[config.mk]
export PLATFORM = sky130hd
export DESIGN_NAME = unordered_value_table
export DESIGN_NICKNAME = d
export VERILOG_FILES = /design/src/sv/uvt_pkg.sv /design/src/sv/uvt_ram.sv /design/src/sv/uvt_ctrl.sv /design/src/sv/uvt_dp.sv /design/src/sv/unordered_value_table.sv
export SDC_FILE = /design/constraint.sdc
export NUM_CORES = 1
export LEC_CHECK = 0
export BUFFER_PORTS_ARGS = -buffer_cell sky130_fd_sc_hd__buf_4
export CORE_AREA = 4 4 300 302
export DETAILED_ROUTE_END_ITERATION = 12
export DIE_AREA = 0 0 304 306
export GPL_TIMING_DRIVEN = 0
export SYNTH_ARGS = -nofsm -noshare
export SYNTH_HDL_FRONTEND = slang
export SYNTH_SLANG_ARGS = --single-unit
[constraint.sdc]
create_clock -name clk -period 6.9 [get_ports clk]
set_input_delay 1.035 -clock clk [delete_from_list [all_inputs] [get_ports clk]]
set_output_delay 1.035 -clock clk [all_outputs]
set_load 0.1 [all_outputs]
[src/sv/uvt_pkg.sv]
// Package for the unordered value table: op and status codes, field widths,
// controller/datapath interface structs. No dependencies.
package uvt_pkg;

	localparam int DEPTH_DEF      = 16;
	localparam int DATA_WIDTH_DEF = 32;

	// Port field widths
	localparam int OP_W      = 3;
	localparam int KEY_W     = 32;
	localparam int POS_W     = 4;
	localparam int CNT_W     = 5;
	localparam int S_TDATA_W = 72;
	localparam int M_TDATA_W = 24;

	// Operation codes
	localparam logic [OP_W-1:0] OP_FIND         = 3'd0;
	localparam logic [OP_W-1:0] OP_INSERT       = 3'd1;
	localparam logic [OP_W-1:0] OP_UPDATE       = 3'd2;
	localparam logic [OP_W-1:0] OP_REMOVE_FIRST = 3'd3;
	localparam logic [OP_W-1:0] OP_REMOVE_ALL   = 3'd4;

	typedef enum logic [1:0] {
		ST_OK        = 2'd0,
		ST_DUP       = 2'd1,
		ST_NOT_FOUND = 2'd2,
		ST_FULL      = 2'd3
	} status_t;

	// Controller -> datapath commands
	typedef struct packed {
		logic start;
		logic scan;
		logic commit;
		logic load;
	} cmd_t;

	// Datapath -> controller status
	typedef struct packed {
		logic scan_done;
		logic out_free;
	} sts_t;

	// One result item
	typedef struct packed {
		logic [CNT_W-1:0] fill_count;
		logic [CNT_W-1:0] removed_count;
		logic [POS_W-1:0] position;
		logic             found;
		status_t          status;
	} res_t;

endpackage

[src/sv/uvt_ram.sv]
// Generic single-write, single-read RAM with registered read data.
// No dependencies.
module uvt_ram #(
	parameter int WIDTH = 32,
	parameter int DEPTH = 16,
	localparam int AW = $clog2(DEPTH)
) (
	input  logic             clk,
	input  logic             we,
	input  logic [AW-1:0]    waddr,
	input  logic [WIDTH-1:0] wdata,
	input  logic [AW-1:0]    raddr,
	output logic [WIDTH-1:0] rdata
);

	logic [WIDTH-1:0] mem [DEPTH];

	always_ff @(posedge clk) begin
		if (we) begin
			mem[waddr] <= wdata;
		end
		rdata <= mem[raddr];
	end

endmodule

[src/sv/uvt_ctrl.sv]
// Controller for the unordered value table: sequences accept, scan, commit
// and result hand-off. Depends on uvt_pkg.
module uvt_ctrl
	import uvt_pkg::*;
(
	input  logic clk,
	input  logic arst_n,
	input  logic s_tvalid,
	output logic s_tready,
	input  sts_t sts,
	output cmd_t cmd
);

	typedef enum logic [3:0] {
		S_IDLE   = 4'b0001,
		S_SCAN   = 4'b0010,
		S_COMMIT = 4'b0100,
		S_DONE   = 4'b1000
	} state_t;

	state_t state_q, state_nxt;

	// Next state and commands
	always_comb begin
		state_nxt = state_q;
		cmd       = '0;
		s_tready  = 1'b0;
		unique case (state_q)
			S_IDLE: begin
				s_tready = 1'b1;
				if (s_tvalid) begin
					cmd.start = 1'b1;
					state_nxt = S_SCAN;
				end
			end
			S_SCAN: begin
				cmd.scan = 1'b1;
				if (sts.scan_done) begin
					state_nxt = S_COMMIT;
				end
			end
			S_COMMIT: begin
				cmd.commit = 1'b1;
				state_nxt  = S_DONE;
			end
			S_DONE: begin
				if (sts.out_free) begin
					cmd.load  = 1'b1;
					state_nxt = S_IDLE;
				end
			end
			default: begin
				state_nxt = S_IDLE;
			end
		endcase
	end

	always_ff @(posedge clk or negedge arst_n) begin
		if (!arst_n) begin
			state_q <= S_IDLE;
		end else begin
			state_q <= state_nxt;
		end
	end

endmodule

[src/sv/uvt_dp.sv]
// Datapath for the unordered value table: entry RAM, scan pointers, match and
// compaction logic, result and output registers. Depends on uvt_pkg, uvt_ram.
module uvt_dp
	import uvt_pkg::*;
#(
	parameter int DEPTH      = DEPTH_DEF,
	parameter int DATA_WIDTH = DATA_WIDTH_DEF
) (
	input  logic                    clk,
	input  logic                    arst_n,
	input  cmd_t                    cmd,
	output sts_t                    sts,
	input  logic [OP_W-1:0]         op,
	input  logic signed [KEY_W-1:0] key,
	input  logic signed [KEY_W-1:0] new_value,
	input  logic                    out_ready,
	output logic                    out_valid,
	output res_t                    out_res
);

	localparam int AW = $clog2(DEPTH);
	localparam int CW = $clog2(DEPTH + 1);

	// Request registers
	logic [OP_W-1:0]       op_q;
	logic [DATA_WIDTH-1:0] key_q, nv_q;

	// Scan state
	logic [CW-1:0] used_q, rd_q, wr_q;
	logic          vld_s1;
	logic [AW-1:0] idx_s1;
	logic          hit_q;
	logic [AW-1:0] pos_q;

	// Result and output
	res_t res_q, out_q;
	logic out_valid_q;

	// RAM port
	logic                  we;
	logic [AW-1:0]         waddr;
	logic [DATA_WIDTH-1:0] wdata, rdata;

	// Sign extension of the 32-bit fields into a table word
	logic [63:0] key_ext, nv_ext;
	assign key_ext = {{32{key[KEY_W-1]}}, key};
	assign nv_ext  = {{32{new_value[KEY_W-1]}}, new_value};

	logic match, first, is_remove, keep, full;
	assign match     = vld_s1 && (rdata == key_q);
	assign first     = match && !hit_q;
	assign is_remove = (op_q == OP_REMOVE_FIRST) || (op_q == OP_REMOVE_ALL);
	assign keep      = !(match && ((op_q == OP_REMOVE_ALL) ||
		((op_q == OP_REMOVE_FIRST) && !hit_q)));
	assign full      = (used_q == CW'(DEPTH));

	assign sts.scan_done = (rd_q == used_q) && !vld_s1;
	assign sts.out_free  = !out_valid_q || out_ready;

	uvt_ram #(
		.WIDTH(DATA_WIDTH),
		.DEPTH(DEPTH)
	) u_ram (
		.clk  (clk),
		.we   (we),
		.waddr(waddr),
		.wdata(wdata),
		.raddr(rd_q[AW-1:0]),
		.rdata(rdata)
	);

	// Write port: update hit or compaction during scan, append on commit
	always_comb begin
		we    = 1'b0;
		waddr = idx_s1;
		wdata = rdata;
		if (cmd.scan && vld_s1) begin
			if ((op_q == OP_UPDATE) && first) begin
				we    = 1'b1;
				wdata = nv_q;
			end else if (is_remove && keep) begin
				we    = 1'b1;
				waddr = wr_q[AW-1:0];
			end
		end else if (cmd.commit && (op_q == OP_INSERT) && !hit_q && !full) begin
			we    = 1'b1;
			waddr = used_q[AW-1:0];
			wdata = key_q;
		end
	end

	// Result of the request, evaluated on commit
	res_t          res_nxt;
	logic [CW-1:0] used_nxt;
	logic [AW-1:0] pos_nxt;
	logic [CW-1:0] removed;
	always_comb begin
		used_nxt = used_q;
		pos_nxt  = pos_q;
		removed  = '0;
		res_nxt  = '0;
		res_nxt.found  = hit_q;
		res_nxt.status = hit_q ? ST_OK : ST_NOT_FOUND;
		unique case (op_q) inside
			OP_INSERT: begin
				if (hit_q) begin
					res_nxt.status = ST_DUP;
				end else if (full) begin
					res_nxt.status = ST_FULL;
				end else begin
					res_nxt.status = ST_OK;
					pos_nxt        = used_q[AW-1:0];
					used_nxt       = used_q + CW'(1);
				end
			end
			OP_REMOVE_FIRST, OP_REMOVE_ALL: begin
				if (hit_q) begin
					used_nxt = wr_q;
					removed  = used_q - wr_q;
				end
			end
			default: begin
			end
		endcase
		res_nxt.position      = POS_W'((AW + POS_W)'(pos_nxt));
		res_nxt.removed_count = CNT_W'((CW + CNT_W)'(removed));
		res_nxt.fill_count    = CNT_W'((CW + CNT_W)'(used_nxt));
	end

	// Control registers
	always_ff @(posedge clk or negedge arst_n) begin
		if (!arst_n) begin
			used_q      <= '0;
			rd_q        <= '0;
			wr_q        <= '0;
			vld_s1      <= 1'b0;
			hit_q       <= 1'b0;
			out_valid_q <= 1'b0;
		end else begin
			if (cmd.start) begin
				rd_q   <= '0;
				wr_q   <= '0;
				vld_s1 <= 1'b0;
				hit_q  <= 1'b0;
			end else if (cmd.scan) begin
				// issue one read per cycle, compare it the next
				vld_s1 <= (rd_q != used_q);
				if (rd_q != used_q) begin
					rd_q <= rd_q + CW'(1);
				end
				if (first) begin
					hit_q <= 1'b1;
				end
				if (vld_s1 && is_remove && keep) begin
					wr_q <= wr_q + CW'(1);
				end
			end
			if (cmd.commit) begin
				used_q <= used_nxt;
			end
			if (cmd.load) begin
				out_valid_q <= 1'b1;
			end else if (out_ready) begin
				out_valid_q <= 1'b0;
			end
		end
	end

	// Payload registers
	always_ff @(posedge clk) begin
		if (cmd.start) begin
			op_q  <= op;
			key_q <= key_ext[DATA_WIDTH-1:0];
			nv_q  <= nv_ext[DATA_WIDTH-1:0];
			pos_q <= '0;
		end else if (cmd.scan && first) begin
			pos_q <= idx_s1;
		end
		if (cmd.scan) begin
			idx_s1 <= rd_q[AW-1:0];
		end
		if (cmd.commit) begin
			res_q <= res_nxt;
		end
		if (cmd.load) begin
			out_q <= res_q;
		end
	end

	assign out_valid = out_valid_q;
	assign out_res   = out_q;

endmodule

[src/sv/unordered_value_table.sv]
// Unordered value table: a packed table of DEPTH signed words with a fill
// count, searched linearly from index 0. One request is in work at a time.
// The entry RAM is read once per cycle over the live entries (find, insert,
// update and both removes share this single pass, with removes compacting in
// place through the RAM write port); the scan ends once the last read has been
// compared, as the RAM read data is registered. A commit state then updates the
// fill count and the result, which is loaded into the output register once that
// is free, after which the next request can be accepted. The output register
// holds a finished result until taken, and the next request is accepted while
// it waits. Freed slots are never read again, so no clearing pass is needed
// after reset.
// Depends on uvt_pkg, uvt_ctrl, uvt_dp, uvt_ram.
module unordered_value_table
	import uvt_pkg::*;
#(
	parameter int DEPTH      = DEPTH_DEF,
	parameter int DATA_WIDTH = DATA_WIDTH_DEF
) (
	input  logic                 clk,
	input  logic                 arst_n,
	input  logic                 s_tvalid,
	output logic                 s_tready,
	// s_tdata: op[2:0], key[34:3], new_value[66:35], zero pad [71:67]
	input  logic [S_TDATA_W-1:0] s_tdata,
	output logic                 m_tvalid,
	input  logic                 m_tready,
	// m_tdata: status[1:0], found[2], position[6:3], removed_count[11:7],
	// fill_count[16:12], zero pad [23:17]
	output logic [M_TDATA_W-1:0] m_tdata
);

	cmd_t cmd;
	sts_t sts;
	res_t res;

	logic [OP_W-1:0]         op;
	logic signed [KEY_W-1:0] key, new_value;

	// Unpack the request item
	assign op        = s_tdata[OP_W-1:0];
	assign key       = s_tdata[OP_W+KEY_W-1:OP_W];
	assign new_value = s_tdata[OP_W+2*KEY_W-1:OP_W+KEY_W];

	uvt_ctrl u_ctrl (
		.clk     (clk),
		.arst_n  (arst_n),
		.s_tvalid(s_tvalid),
		.s_tready(s_tready),
		.sts     (sts),
		.cmd     (cmd)
	);

	uvt_dp #(
		.DEPTH     (DEPTH),
		.DATA_WIDTH(DATA_WIDTH)
	) u_dp (
		.clk      (clk),
		.arst_n   (arst_n),
		.cmd      (cmd),
		.sts      (sts),
		.op       (op),
		.key      (key),
		.new_value(new_value),
		.out_ready(m_tready),
		.out_valid(m_tvalid),
		.out_res  (res)
	);

	// Pack the result item
	assign m_tdata = {{(M_TDATA_W - $bits(res_t)){1'b0}}, res};

endmodule

Yosys cells after proc, flatten, opt, wreduce, memory -nomap -nowiden
Memories as Yosys holds them, arrays and structs flattened. A register that Yosys moved wholly into a read port is not among the register bits. Index checks and enable logic that the tools add are counted.

Register bits: 131. Bits in writable memories: 512. Bits of input ports: 76. Output and inout bits: 26. Logic and storage cells: 123. Memories kept: 1.

Add/sub/neg operators: 4. Equality and inequality tests: 15. Mux-type cells: 48. Reductions and logical operators: 33.

Memories: u_dp.u_ram.mem (depth 16, bits a word 32, read ports 1, clocked after Yosys merged registers in 1, write ports 1, line uvt_ram.sv:16) `logic [WIDTH-1:0] mem [DEPTH];`.

Operator list (number): $mux W32 (3); $mux W5 (9); $mux W4 (10); $eq A32 B32 Y1 (1); $mux W1 (20); $pmux W4 S4 (1); $add A5 B1 Y5 const B (3); $logic_and A1 B1 Y1 (14); $pmux W5 S2 (1); $reduce_bool A2 Y1 (5); $mux W2 (4); $reduce_and A2 Y1 (4); $eq A3 B2 Y1 const B (2); $ne A2 B2 Y1 const B (3); $eq A5 B5 Y1 (1); $eq A5 B5 Y1 const B (1); $logic_not A1 Y1 (5); $ne A5 B5 Y1 (1); $sub A5 B5 Y5 (1); $eq A4 B1 Y1 const B (1); $eq A4 B2 Y1 const B (1); $eq A4 B3 Y1 const B (1); $eq A4 B4 Y1 const B (1); $eq A3 B1 Y1 const B (1); other kinds (4) (6).

Longest topological paths before layout
Word-level depth: 11. Mapped depth: 12. Gate-level depth less buffers: 10.

By module
From an unflattened synthesis, not the netlist that was laid out.

Cell total of the unflattened synthesis: 1298. Area total of the unflattened synthesis: 25938.6 sq um.

Modules (own cells, without submodules): uvt_ram (instances 1, cells an instance 838, area each 19835.3 sq um, sequential area each 16015.4 sq um); uvt_dp (instances 1, cells an instance 433, area each 5845.6 sq um, sequential area each 3683.5 sq um); uvt_ctrl (instances 1, cells an instance 19, area each 201.4 sq um, sequential area each 101.3 sq um); unordered_value_table (instances 1, cells an instance 8, area each 56.3 sq um, sequential area each 0.0 sq um).

Least setup slack after synthesis
Ideal clock, no wire load.

Path kind: reg-to-reg. From: register u_ctrl.state_q[1]. To: memory u_dp.u_ram.mem[15][0] (enable). Library setup time: 461 ps. Arrival: 5181 ps. Data required time: 6439 ps. Path slack: 1258 ps. Stages on the path, launching flop included: 8. Path buffers: 1. Clock period less this slack: 5642 ps. Cell sequence: dfrtp_1 > nor4b_2 > and3_1 > clkbuf_1 > and2_1 > a221oi_4 > or2_1 > nor3_1.

Cells in the longest elaborated chain, start to end: 9. Elaborated cells between the ends (all ways): 14. Those cells by class: eq/ne (2); mux (8); reduce/logical (4).

Ends and longest elaborated chain: start, declared (line uvt_ctrl.sv:21) `state_t state_q, state_nxt;`; start signal, assigned (line uvt_ctrl.sv:62) `state_q <= state_nxt;`; $eq A4 B3 Y1 (line uvt_ctrl.sv:28) `unique case (state_q)`; $mux W1 (line uvt_ctrl.sv:28); $logic_and A1 B1 Y1 (3 in a row) (line uvt_dp.sv:85) `end else if (cmd.commit && (op_q == OP_INSERT) && !hit_q && !full) begin`; $mux W1 (line uvt_dp.sv:85); $mux W1 (line uvt_dp.sv:77) `if (cmd.scan && vld_s1) begin`; $mux W1 (line uvt_ram.sv:19) `if (we) begin`; $mux W1 (implied by the code) (line uvt_ram.sv:20) `mem[waddr] <= wdata;`; end, declared (line uvt_ram.sv:16).

Several ways; a longest one is shown, not always the timed one.

Worst setup path after layout
From: register u_dp.key_q[0]. To: memory u_dp.u_ram.mem[7][13] (enable).

Cells in the longest elaborated chain, start to end: 10. Elaborated cells between the ends (all ways): 15. Those cells by class: eq/ne (1); mux (8); reduce/logical (6).

Ends and longest elaborated chain: start, declared (line uvt_dp.sv:26) `logic [DATA_WIDTH-1:0] key_q, nv_q;`; start signal, assigned (line uvt_dp.sv:173) `key_q <= key_ext[DATA_WIDTH-1:0];`; $eq A32 B32 Y1 * (line uvt_dp.sv:50) `assign match = vld_s1 && (rdata == key_q);`; $logic_and A1 B1 Y1 * (line uvt_dp.sv:50); $logic_and A1 B1 Y1 (line uvt_dp.sv:53) `assign keep = !(match && ((op_q == OP_REMOVE_ALL) ||`; $logic_not A1 Y1 (line uvt_dp.sv:53); $logic_and A1 B1 Y1 (line uvt_dp.sv:81) `end else if (is_remove && keep) begin`; $mux W1 (line uvt_dp.sv:81); $mux W1 (line uvt_dp.sv:78) `if ((op_q == OP_UPDATE) && first) begin`; $mux W1 (line uvt_dp.sv:77); $mux W1 (line uvt_ram.sv:19); $mux W1 (implied by the code) (line uvt_ram.sv:20).

Every way passes the cells marked *; elsewhere a longest branch is shown, timed or not.

==> results.tsv <==
metric	value	unit
nFillCells	8086	
grt_usage	13.9	%
fin_total_pwr	10.8	mW
cp.arrival	5.10	ns
worstHoldPathType	input pin to async pin	
r2r_cells	10	
path_cells	xnor2_1, nand4_1, or4_1, nand4bb_4, and2_1, buf_6, a221oi_4, nand3_1, nor2_4, buf_16	
period_minus_slack	4.79	ns
maxCapViolCount	0	
layout-drive-gt1-share	29.0	%
leakagePower	9.98	nW
wl_per_cell	24.1	µm
criticalPathCategory	flip-flop to flip-flop	
crit_path_top_delay_cell	nor2_4	
synth_ff_type	edfxtp_1	
row_count	109	
die_area	0.0930	mm²
reg2reg_from	u_dp.key_q[0]	
finalHoldViolCount	0	
crit_fanout	20	
async_reset_ff_share	3.26	%
postCtsHoldBufs	0	
seq_area_frac_synth	76.2	%
dr.pass1.iters	6	
wl	65.0	mm
setup_ws	2.11	ns
vias	13112	
vias_per_cell	4.86	
ant_nets	0	
syn-cell-area	0.0260	mm²
grt_pass1_vias	13428	
start_kind	flip-flop	
die_w	304	µm
hpwlAfterDp	43.5	mm
initialDrtViolationCount	1576	
fmax	209	MHz
synthTopCellsByCount	edfxtp_1, mux4_2, nand2_1	
timing.rr.end	u_dp.u_ram.mem[7][13]	
yosys_warnings	0	
avgSynthCellArea	20.5	µm²
synth_top_cell_by_area	edfxtp_1	
clock-sinks	675	
drc	0	
grt_overflow_total	0	
ir_drop	0.170	mV
cp-end-kind	flip-flop	
cts.reportedPaths.clkPinSlew	0.06	ns
setup_violations	0	
relSlewSlack	17.3	%
tritoncts	done	
power.density	346	mW/mm²
finClkSkew	0.0326	ns
cts_root_buf	clkbuf_16	
yosysUniqueCellTypes	63	
antenna_found_initial	2	
synthTopCellsByArea	edfxtp_1, mux4_2, dfxtp_1	
critPathMaxStageDelay	0.89	ns
rrSetupSlack	2.11	ns
routabilityCongestion	0.781	
ioPinCount	102	
area_growth_syn_to_layout	20.5	%
rsz0062_at_grt	false	
core	0.0877	mm²
status	finished clean	
synth_most_common_cell	edfxtp_1	
cp.buffers_inverters	2	
cp_top_family	simple AND/OR/NAND/NOR gates	
grt_max_degree	57	
die_y	306	µm
min_period_over_period	69.5	%
yosysTopAreaCellShare	71.3	%
finalMaxSlewViolations	0	
dpl_worst_slack	2.19	ns
syn_inst	1267	
cts_buffer_depth	3	
postCtsSetupBuffers	0	
clk_latency	0.62	ns
antennaDiodeCount	0	
required	7.20	ns
cts-resized-gates	0	
grt_pass1_wl	94.2	mm
h-tree-depth	3	
yosys_register_bits	675	
cts_buffers	70	
start_util	29.6	%
nNetsFinal	1561	
synth_edf_count	617	
tightest_slew	1.24	ns
port_buffers	89	
## logic make-up (layout without fill, tap and decap cells)
logic type	after synthesis	after routing	synth area share, %
buffers and inverters	84	345	1.37
other	1	7	0.0144
flip-flops	675	675	76.2
AO/OA/AOI/OAI	86	86	2.50
AND/OR/NAND/NOR	200	200	3.73
multiplexers	168	168	14.2
adder cells (fa/ha/maj)	9	9	0.462
XOR/XNOR	44	44	1.48
## stage by stage
stage / util [%] / hold slack (ns) / TNS (ns) / instance area, µm² / cells
2_1_floorplan: - / 0.400 / 0 / 26000 / 1273
3_3_place_gp: 32.1 / 0.403 / -917.14 / 28100 / 2527
3_5_place_dp: 32.9 / 0.405 / 0 / 28900 / 2569
4_1_cts: 35.7 / 0.306 / 0 / 31300 / 2699
5_1_grt: 35.7 / 0.325 / 0 / 31300 / 2699
6_report: 35.7 / 0.336 / 0 / 31300 / 2699
## report_power, final
group	switching, mW	leakage (nW)	internal (mW)
clock network	1.58	1.17	2.36
registers	0.142	6.17	4.89
logic	1.11	2.64	0.734
total	2.83	9.98	7.98
## metal layers
| metal | vias up | routed length, µm | global-route usage, % |
|---|---|---|---|
| met5 | - | 13 | 0 |
| met4 | 2 | 1690 | 3.79 |
| met3 | 103 | 5750 | 3.86 |
| met2 | 606 | 29500 | 21.0 |
| met1 | 6835 | 28000 | 19.8 |
| li1 | 5566 | - | - |
## worst max-delay path by stage
| stage | start | to | slack (ns) | cells after the start |
|---|---|---|---|---|
| 5_1_grt | u_dp.used_q[0] | u_dp.u_ram.mem[7][13] | 1.90 | 13 |
| 3_5_place_dp | u_dp.used_q[0] | u_dp.u_ram.mem[7][10] | 2.19 | 13 |
| 2_1_floorplan | u_ctrl.state_q[1] | u_dp.u_ram.mem[15][0] | 1.26 | 7 |
| 3_3_place_gp | u_ctrl.state_q[1] | u_dp.u_ram.mem[14][10] | -3.09 | 7 |
| 6_report | u_dp.key_q[0] | u_dp.u_ram.mem[7][13] | 2.11 | 10 |
| 4_1_cts | u_dp.used_q[0] | u_dp.u_ram.mem[7][13] | 2.16 | 13 |
## state kept, by name, summed over array words and instances, names as in the netlist
register,count
u_dp.nv_q,32
u_dp.used_q,5
u_dp.out_res,17
u_dp.op_q,3
u_dp.idx_s1,4
u_dp.vld_s1,1
u_dp.rd_q,5
u_dp.hit_q,1
u_dp.wr_q,5
u_dp.res_q,17
u_dp.key_q,32
u_dp.out_valid,1
u_dp.u_ram.mem,512
u_dp.pos_q,4
u_ctrl.state_q,4
u_dp.u_ram.rdata,32
## layout by cell type (no fill, tap or decap), drive strengths merged, types with 8 or more instances in the layout
| cell type | n |
|---|---|
| edfxtp | 617 |
| mux4 | 160 |
| buf | 156 |
| clkbuf | 132 |
| nand2 | 88 |
| nor2 | 41 |
| dfxtp | 36 |
| a22oi | 33 |
| xnor2 | 32 |
| clkinv | 23 |
| dfrtp | 21 |
| inv | 21 |
| o21ai | 19 |
| nor3 | 13 |
| xor2 | 12 |
| bufinv | 10 |
| a21oi | 10 |
| nor2b | 10 |
| nand4 | 9 |
| nand2b | 8 |
| ha | 8 |
## area by class of cell
cell class                 count  area (µm²)  share of cell area (%)
timing repair buffer         131        1290                    4.12
multi-input combinational    514        5950                    19.0
clock buffer                  91        1910                    6.12
clock inverter                39         513                    1.64
buffer                        66         294                   0.940
inverter                      18        67.6                   0.216
sequential                   675       19800                    63.3
tap                         1165        1460                    4.66
(Power assumes the default switching activity.)
